## src/rtl/small_graph_reliability_macros.svh

```systemverilog
// assertion macros shared by the small graph reliability rtl
// expects clk and rst_n in the scope of the including module
`ifndef SMALL_GRAPH_RELIABILITY_MACROS_SVH
`define SMALL_GRAPH_RELIABILITY_MACROS_SVH

// condition implies consequence in the same cycle
`define SGR_ASSERT_IMPL(lbl, ante, cons, msg) \
  lbl: assert property (@(posedge clk) disable iff (!rst_n) (ante) |-> (cons)) \
    else $error(msg);

// condition implies that $past(sig, n) holds
`define SGR_ASSERT_PAST(lbl, ante, sig, n, msg) \
  lbl: assert property (@(posedge clk) disable iff (!rst_n) (ante) |-> $past(sig, n)) \
    else $error(msg);

`endif

```

## src/rtl/sgr_pkg.sv

```systemverilog
// shared types, codes and operand tables for the small graph reliability block
// no dependencies
package sgr_pkg;

  localparam int SGR_NUM_EDGES   = 10;
  localparam int SGR_NUM_OPS     = 20;  // ten failure values, then ten working values
  localparam int SGR_GUARD_BITS  = 8;   // integer headroom of the signed datapath
  localparam int SGR_POLY_STAGES = 6;
  localparam int SGR_LATENCY     = SGR_POLY_STAGES + 2;

  typedef logic [3:0] vcount_t;

  localparam vcount_t VC_ONE   = 4'd1;
  localparam vcount_t VC_TWO   = 4'd2;
  localparam vcount_t VC_THREE = 4'd3;
  localparam vcount_t VC_FOUR  = 4'd4;
  localparam vcount_t VC_FIVE  = 4'd5;

  typedef struct packed {
    logic    vld;
    vcount_t vcount;
  } sgr_ctl_t;

  // operand order: a b c d e f q h k l = 0..9, complements = 10..19
  // cut-set groups k6..k15: X Y Z P Q U V U2 V2 x y z
  localparam int KG_N = 10;
  localparam int KG_IDX [KG_N][12] = '{
    '{10, 17, 18, 10, 19, 17,  8,  7, 18,  0,  7,  8},
    '{12, 13, 14, 14, 19, 12,  3,  2, 13,  3,  4,  9},
    '{10, 13, 17, 16, 17, 10,  3,  0, 13,  0,  7,  6},
    '{10, 11, 19, 14, 19, 10,  1,  0, 11,  0,  4,  9},
    '{14, 13, 15, 13, 17, 14,  5,  4, 15,  3,  5,  7},
    '{11, 15, 16, 11, 19, 15,  6,  5, 16,  1,  6,  9},
    '{12, 14, 16, 12, 18, 14,  6,  4, 16,  2,  4,  8},
    '{11, 13, 15, 15, 18, 11,  3,  1, 13,  1,  3,  5},
    '{11, 12, 16, 16, 17, 11,  2,  1, 12,  1,  2,  6},
    '{10, 12, 18, 15, 18, 10,  2,  0, 12,  2,  5,  8}
  };

  // vertex groups k1..k5: M U V U2 V2
  localparam int KH_N = 5;
  localparam int KH_IDX [KH_N][5] = '{
    '{4, 5, 6, 7, 8},
    '{7, 1, 8, 2, 9},
    '{9, 2, 5, 3, 6},
    '{3, 0, 1, 6, 8},
    '{0, 1, 2, 4, 5}
  };

  // outer terms: P1 Q1 xa ya KA P2 Q2 xb yb KB xc yc KC (k index from zero)
  localparam int TM_N = 5;
  localparam int TM_IDX [TM_N][13] = '{
    '{1, 2, 0, 3, 0, 5, 4, 3, 6,  5, 8, 9,  7},
    '{5, 6, 0, 4, 1, 7, 8, 0, 1,  6, 2, 3,  8},
    '{1, 7, 4, 8, 2, 3, 9, 0, 5, 11, 4, 6, 14},
    '{2, 9, 5, 7, 3, 0, 6, 1, 8,  9, 4, 7, 12},
    '{3, 8, 6, 9, 4, 0, 4, 2, 7, 10, 5, 9, 13}
  };

endpackage

```

## src/rtl/sgr_prep.sv

```systemverilog
// input register stage: clamps edge probabilities and forms failure values
// depends on sgr_pkg
module sgr_prep import sgr_pkg::*; #(
  parameter int FRAC_BITS = 16
) (
  input  logic                                     clk,
  input  logic                                     rst_n,
  input  logic                                     acc_i,
  input  vcount_t                                  vcount_i,
  input  logic [SGR_NUM_EDGES-1:0][FRAC_BITS:0]    p_i,
  output logic signed [FRAC_BITS+SGR_GUARD_BITS-1:0] ops_o [SGR_NUM_OPS],
  output sgr_ctl_t                                 ctl_o
);

  localparam int W = FRAC_BITS + SGR_GUARD_BITS;
  localparam logic [FRAC_BITS:0] ONE_IN = {1'b1, {FRAC_BITS{1'b0}}};
  localparam logic [W-1:0] ONE = W'(ONE_IN);

  logic signed [W-1:0] ops_r [SGR_NUM_OPS];
  sgr_ctl_t            ctl_r;

  // control beat
  always_ff @(posedge clk) begin
    if (!rst_n) begin
      ctl_r <= '0;
    end else begin
      ctl_r.vld    <= acc_i;
      ctl_r.vcount <= vcount_i;
    end
  end

  // clamp to one, keep working and failure values
  always_ff @(posedge clk) begin
    for (int i = 0; i < SGR_NUM_EDGES; i++) begin
      if (p_i[i] > ONE_IN) begin
        ops_r[i]                 <= '0;
        ops_r[i + SGR_NUM_EDGES] <= ONE;
      end else begin
        ops_r[i]                 <= ONE - W'(p_i[i]);
        ops_r[i + SGR_NUM_EDGES] <= W'(p_i[i]);
      end
    end
  end

  assign ops_o = ops_r;
  assign ctl_o = ctl_r;

endmodule

```

## config.mk

```make
export PLATFORM = sky130hd
export DESIGN_NAME = sgr_prep
export DESIGN_NICKNAME = d
export VERILOG_FILES = /design/src/rtl/small_graph_reliability_macros.svh /design/src/rtl/sgr_pkg.sv /design/src/rtl/sgr_prep.sv
export SDC_FILE = /design/constraint.sdc
export NUM_CORES = 1
export LEC_CHECK = 0
export ABC_AREA = 1
export BUFFER_PORTS_ARGS = -buffer_cell sky130_fd_sc_hd__buf_4
export CORE_AREA = 2 2 255 257
export CTS_CLUSTER_SIZE = 30
export DETAILED_ROUTE_END_ITERATION = 8
export DIE_AREA = 0 0 257 259
export PLACE_DENSITY = 0.53
export SLEW_MARGIN = 15
export SYNTH_ARGS = -nofsm -noshare
export SYNTH_HDL_FRONTEND = slang
export SYNTH_SLANG_ARGS = --single-unit
```

## constraint.sdc

```tcl
create_clock -name clk -period 2.69 [get_ports clk]
set_clock_uncertainty 0.05 [all_clocks]
set_input_delay 0.538 -clock clk [delete_from_list [all_inputs] [get_ports clk]]
set_output_delay 0.538 -clock clk [all_outputs]
set_load 0.05 [all_outputs]
```

==> After elaboration in Yosys (flattened, before gate mapping) <==
Index checks and enable logic that the tools add are counted.
{ "totals": {"elab_cells": 52, "output_inout_bits": 485, "in_bits": 177, "reg_bits": 485} }
{ "op_classes": {"add_sub_neg": 10, "magnitude_cmp": 10} }
{ "ops": {"columns": ["operator", "n"], "rows": [
  ["17-bit by 17-bit subtractor with 18-bit output (first input constant)", 10],
  ["17-bit > comparator (second input constant)", 10]
]} }

==> Logic depth before layout (Yosys ltp) <==
Gate-level depths: netlist of run 1.
{ "logic_depth": {"ltp_word": 1, "depth_mapped": 9, "ltp_nobuf": 9} }

==> Worst setup path after synthesis of run 1 <==
Ideal clock, no wire load.
{ "synth_timing": {"path_kind": "input-to-reg", "start": "input port p_i[136] in the netlist's numbering", "end": "register ops_r, in the netlist ops_o[267]", "setup_slack_ns": 0.970, "stages": 9, "t_arrival_ns": 1.609, "setup_time_ns": 0.061, "required_time_ns": 2.579, "n_path_buf": 1, "cell_sequence": "inv_1 ha_1 nand3_2 nor2_8 nand2_4 nand2_8 inv_6 buf_12 nor2_4"} }
{ "synth_between": {"elab_chain_cells": 1, "elab_cells_between_ends": 2, "classes_between": "add/sub (1); order compare (1)"} }
{ "synth_lines": {"columns": ["element", "line_no", "source"], "rows": [
  ["start, declared", "sgr_prep.sv:10", "input logic [SGR_NUM_EDGES-1:0][FRAC_BITS:0] p_i,"],
  ["17-bit by 17-bit subtractor with 18-bit output or 17-bit > comparator (tied branches)", "sgr_prep.sv:39, sgr_prep.sv:35", null],
  ["end signal, assigned by index", "sgr_prep.sv:39", "ops_r[i] <= ONE - W'(p_i[i]);"],
  ["end signal, assigned by index", "sgr_prep.sv:40", "ops_r[i + SGR_NUM_EDGES] <= W'(p_i[i]);"],
  ["end, declared", "sgr_prep.sv:19", "logic signed [W-1:0] ops_r [SGR_NUM_OPS];"]
]} }
Several ways; a longest one is shown, not always the timed one.
A chain may end at the register's enable or synchronous reset.

==> impl_metrics.py, run 1 <==
metrics = {
    "detailed_routing": {
        "drt_first_pass_iters": 4,
        "postRouteAntennaNets": 0,
        "drt_iter0_markers": 432,
        "viasPerCell": 3.78,
        "num_vias": 12500,
        "wirelength_um": 46100,
        "wl_per_cell_um": 14.0,
        "drcViolationCount": 0,
    },
    "timing": {
        "finalCritPeriodShare": 0.775,
        "finalHoldViolCount": 0,
        "period_minus_slack_ns": 2.08,
        "fmax_mhz": 480,
        "rsz0062_at_grt": "false",
        "slew_headroom": 0.484,
        "tightest_slew_ns": 0.774,
        "setup_viol": 0,
        "slew_violations": 0,
        "setup_tns_ns": 0,
    },
    "yosys": {
        "ys_seq_area_frac": 0.460,
        "synth_ff_type": "dfxtp_1",
        "ys_types": 31,
        "synth-xor-area-share": 0.0333,
        "netlist_top_cells_count": "345 x dfxtp_1, 338 x nand2_1, 274 x inv_1",
        "synth_top_area_share": 0.460,
        "synth_top_family_by_area": "simple AND/OR/NAND/NOR gates",
        "avgSynthCellArea_um2": 8.01,
        "async_flop_share": 0,
        "synth_area_leaders": "dfxtp_1 46%, nand2_1 8.5%, buf_4 7.0%, nor2_2 7.0%, inv_1 6.9%",
        "yosys_register_bits": 345,
        "synth_fa_ha_area_frac": 0.00834,
        "synth_compound_area_frac": 0.0108,
        "yosys.area.top_type": "dfxtp_1",
        "synthesis.area_mm2": 0.0150,
        "synth_mux_area_frac": 0,
        "synth-simple-area-share": 0.321,
        "synth_enable_flop_cells": 0,
        "syn-instance-count": 1873,
        "synth.most_common_cell": "dfxtp_1",
        "synth_warnings": 0,
    },
    "cells_and_area": {
        "stdcell_area_mm2": 0.0208,
        "nets": 2595,
        "areaGrowthSynthToFinish_pct": 39.0,
        "drive_above_1_share": 0.386,
        "fill_cells": 6812,
    },
    "pwr": {
        "p_seq_frac": 0.393,
        "clockPowerShare": 0.408,
        "sw_frac_of_total": 0.311,
        "p_switching_mw": 4.33,
        "internal_power_mw": 9.61,
        "p_leak_nw": 10.9,
        "p_per_area_mw_per_mm2": 668,
        "combPwrFrac": 0.198,
        "ir_drop_mv": 0.441,
    },
    "worst_setup_path": {
        "critPathCapture": "ops_o[282]",
        "end_kind": "output port",
        "crit_type": "flop to output port",
        "critPathBufInv": 1,
        "max_stage_delay_ns": 0.63,
        "worstPathRequired_ns": 2.10,
        "cp_max_fo": 9,
        "cp_cell_sequence": "buf_4",
        "critical_path.startpoint": "ops_o[286]",
        "arrival_ns": 1.50,
        "crit_family": "flip-flops",
        "path_depth": 1,
        "cp_slowest_cell": "dfxtp_1",
        "startpoint_type": "flop",
    },
    "grt": {
        "grt_pass1_wl_um": 69400,
        "track_usage": 0.133,
        "grt_pass1_vias": 12100,
        "grt_max_degree": 25,
        "overflow": 0,
        "antenna_found_initial": 0,
    },
    "floorplanning": {
        "rows": 93,
        "core-area_mm2": 0.0639,
        "io_pins": 662,
        "die-area_mm2": 0.0666,
        "die_x_um": 257,
        "start_util": 0.235,
        "die_h_um": 259,
    },
    "clock_network": {
        "cts_tree": "done",
        "clkSinkCount": 345,
        "cts_resized": 0,
        "cts_buffers": 41,
        "postCtsHoldBufs": 0,
        "cts_max_path_buffers": 3,
        "htree_levels": 2,
        "cts-root-buf": "clkbuf_16",
        "cts_setup_buffers": 0,
        "cts.clk_slew.worst_paths_ns": 0.06,
    },
    "placement": {
        "gp_congestion": 0.836,
        "postPlaceCellArea_mm2": 0.0195,
        "numPortBuffers": 591,
        "dp_hpwl_um": 37500,
    },
    "outcome": {
        "outcome": "finished clean",
    },
    "run": {
        "drv_cap": 0,
    },
    "hold_path": {
        "hold_class": "input pin to flop",
    },
}
-- power by group through the flow --
stage / Sequential (mW) / Combinational (mW) / Clock, mW
after global routing: 5.50 / 2.93 / 6.11
final: 5.48 / 2.76 / 5.69
after CTS: 5.49 / 2.79 / 5.91
after detailed placement: 5.59 / 2.79 / 0
after global placement: 5.59 / 2.79 / 0
after floorplan: 6.54 / 0.980 / 0
-- cell type report --
type | count | area [µm²] | share of cell area
flip-flops and latches | 345 | 6910 | 0.331
repair buffers | 593 | 4450 | 0.214
multi-input cells | 1125 | 5870 | 0.281
diodes | 2 | 5.00 | 0.000240
clock buffers | 60 | 1230 | 0.0590
clock inverters | 14 | 160 | 0.00768
inverters | 302 | 1160 | 0.0556
well taps | 855 | 1070 | 0.0513
-- sequential cells by signal, summed over array words and instances (netlist names) --
| register | count |
|---|---|
| ops_o | 340 |
| ctl_o | 5 |
-- per-stage QoR --
step	utilization	instances	setup WS, ns	hold WS (ns)	total power [mW]
floorplan	-	1942	0.970	0.559	7.52
global placement	0.305	3220	0.548	0.645	8.38
detailed placement	0.305	3220	0.515	0.645	8.38
CTS	0.326	3294	0.497	0.0412	14.2
global route	0.326	3294	0.501	0.0482	14.5
finish	0.326	3296	0.605	0.0956	13.9
-- kinds of logic after synthesis --
group,Yosys count
buffers and inverters,472
xor gates and xnor gates,57
and+or+nand+nor,957
DFF,345
adders and majority gates,10
other,1
AOI/OAI and AO/OA,31
-- how the worst min path moves through the flow --
stage	from	endpoint	slack, ns	cells after the start
after global placement	p_i[101]	ops_o[112]	0.65	1
after floorplan	p_i[169]	ops_o[15]	0.56	1
final	p_i[101]	ops_o[112]	0.1	1
after global routing	p_i[101]	ops_o[112]	0.05	1
after detailed placement	p_i[101]	ops_o[112]	0.65	1
after CTS	p_i[101]	ops_o[112]	0.04	1
-- metal layers --
layer,GRT usage,share of wire,up-vias
met3,0.0393,0.075,74
li1,-,-,6404
met5,0,0,-
met1,0.147,0.39,5543
met2,0.239,0.50,439
met4,0.0480,0.030,0
-- cell usage in the layout, fill, tap and decap left out, drive strengths merged --
cell	netlist	routed
a21oi	20	20
a22oi	1	1
buf	160	593
bufinv	0	3
clkbuf	10	60
clkinv	0	6
clkinvlp	0	3
conb	1	70
dfxtp	345	345
diode	0	2
ha	10	10
inv	302	304
nand2	361	361
nand3	106	106
nand4	6	6
nor2	476	476
nor3	8	8
o21ai	10	10
xor2	57	57
Power figures use the tool's default switching activity.
==> run 2, diff against run 1 <==
--- a/config.mk
+++ b/config.mk
@@ -11,7 +11,7 @@
 export CTS_CLUSTER_SIZE = 30
 export DETAILED_ROUTE_END_ITERATION = 8
 export DIE_AREA = 0 0 257 259
-export PLACE_DENSITY = 0.53
+export PLACE_DENSITY = 0.54
 export SLEW_MARGIN = 15
 export SYNTH_ARGS = -nofsm -noshare
 export SYNTH_HDL_FRONTEND = slang
==> constraint.sdc (replaced) <==
create_clock -name clk -period 1.9 [get_ports clk]
set_clock_uncertainty 0.05 [all_clocks]
set_input_delay 0.38 -clock clk [delete_from_list [all_inputs] [get_ports clk]]
set_output_delay 0.38 -clock clk [all_outputs]
set_load 0.05 [all_outputs]
==> run 2 against run 1 <==
  * Sequential share of layout area down 1.0 points
  * Global-route usage is 0.95 points higher
  * Setup slack lost 0.43 ns
  * Clock power up 46%
  * Core utilization rose by 1.0 points
  * Hold slack got worse by 0.054 ns
  * Count of clock-buffer cells in the layout down 2
  * Combinational power increased by 46%
  * Die area is the same
  * Largest power group unchanged
  * Final area increased by 3.2%
==> impl_metrics.py, run 2 (synthesis results as in run 1) <==
metrics = {
    "outcome": {
        "outcome": "finished clean",
    },
    "cells_and_area": {
        "multi_input_area_mm2": 0.00587,
        "areaGrowthSynthToFinish_pct": 43.4,
        "final_cell_mix": "629 x buf_4, 343 x dfxtp_1, 338 x nand2_1",
        "largest_reg_flops": 340,
        "stdcell_area_mm2": 0.0215,
        "seq_area_mm2": 0.00691,
        "post_layout_nonfiller_instances": 3364,
        "fill_cells": 6732,
        "drive_above_1_share": 0.391,
        "fin_util": 0.337,
        "nets": 2665,
        "layout_commonest_cell": "buf_4",
        "diodes": 0,
    },
    "floorplanning": {
        "die_h_um": 259,
        "rows": 93,
        "start_util": 0.235,
        "core-area_mm2": 0.0639,
        "io_pins": 662,
        "die-area_mm2": 0.0666,
        "die_x_um": 257,
    },
    "timing": {
        "rsz0062_at_grt": "false",
        "fmax_mhz": 580,
        "holdWs_ns": 0.0415,
        "finalHoldViolCount": 0,
        "setup_tns_ns": 0,
        "period_minus_slack_ns": 1.72,
        "tightest_slew_ns": 0.627,
        "final.setup.worst_slack_ns": 0.176,
        "slew_headroom": 0.582,
        "setup_viol": 0,
        "slew_violations": 0,
        "finalCritPeriodShare": 0.908,
    },
    "clock_network": {
        "cts_tree": "done",
        "cts-root-buf": "clkbuf_16",
        "cts.clk_slew.worst_paths_ns": 0.06,
        "htree_levels": 2,
        "cts_buffers": 41,
        "clkSinkCount": 345,
        "cts_max_path_buffers": 3,
    },
    "run": {
        "drv_cap": 0,
    },
    "worst_setup_path": {
        "end_kind": "output port",
        "startpoint_type": "flop",
        "worstPathRequired_ns": 1.47,
        "crit_family": "buffers and inverters",
        "max_stage_delay_ns": 0.31,
        "cp_max_fo": 7,
        "cp_slowest_cell": "dfxtp_1",
        "timing.critical_path.mode_cell": "buf_4",
        "critical_path.startpoint": "ops_o[454]",
        "cp_cell_sequence": "buf_4 > buf_4",
        "arrival_ns": 1.29,
        "critPathBufInv": 2,
        "crit_type": "flop to output port",
    },
    "detailed_routing": {
        "wl_per_cell_um": 14.7,
        "drt_iter0_markers": 550,
        "viasPerCell": 3.83,
        "wirelength_um": 49500,
        "drt_first_pass_iters": 6,
        "num_vias": 12900,
        "postRouteAntennaNets": 0,
        "drcViolationCount": 0,
    },
    "pwr": {
        "p_per_area_mw_per_mm2": 935,
        "ir_drop_mv": 0.493,
        "p_total_mw": 20.1,
        "p_leak_nw": 11.2,
    },
    "placement": {
        "place_inst": 3258,
        "gp_congestion": 0.877,
        "numPortBuffers": 591,
        "dpl_worst_slack_ns": -0.0400,
        "postPlaceCellArea_mm2": 0.0198,
        "dp_hpwl_um": 40400,
    },
    "hold_path": {
        "min_from": "p_i[18]",
        "hold_class": "input pin to flop",
    },
    "grt": {
        "grt_pass1_vias": 12300,
        "antenna_found_initial": 6,
        "grt_pass1_wl_um": 72400,
        "overflow": 0,
        "track_usage": 0.142,
        "grt_max_degree": 25,
    },
}
run 2: worst paths after layout:
kind | endpoint | slack [ns] | depth (start not counted)
worst max-delay path | ops_o[449] | 0.18 | 2
worst min-delay path | ops_o[193] | 0.04 | 3
run 2: final cells by class:
cell class              count  share of cell area
multi-input cells        1125               0.273
repair buffers            663               0.236
clock inverters            16              0.0100
well taps                 855              0.0497
flip-flops and latches    345               0.321
clock buffers              58              0.0564
inverters                 302              0.0539
run 2: what timing repair did:
action                     4_1_cts  5_1_grt
setup endpoints to repair        8        0
hold buffers                    32        0
hold endpoints to repair        39        0
buffers inserted                 0        0
gates resized for setup          2        0
run 2: power by group:
group | total (mW) | internal, mW | switching [mW] | leakage (nW)
combinational | 4.02 | 1.15 | 2.86 | 7.65
clock | 8.31 | 5.13 | 3.19 | 0.707
sequential | 7.78 | 7.63 | 0.150 | 2.87
total | 20.1 | 13.9 | 6.20 | 11.2
run 2: layer usage:
layer  GRT usage  vias to the layer above  share of wire
met5           0                        -        0.00087
met4      0.0551                        6          0.036
met3      0.0488                       86          0.085
met2       0.257                      496           0.50
met1       0.152                     5744           0.38
li1            -                     6537              -
run 2: tightest hold or removal path, stage by stage:
cell	delay (ns)
buf_4	0.08
inv_1	0.06
nor2_2	0.09
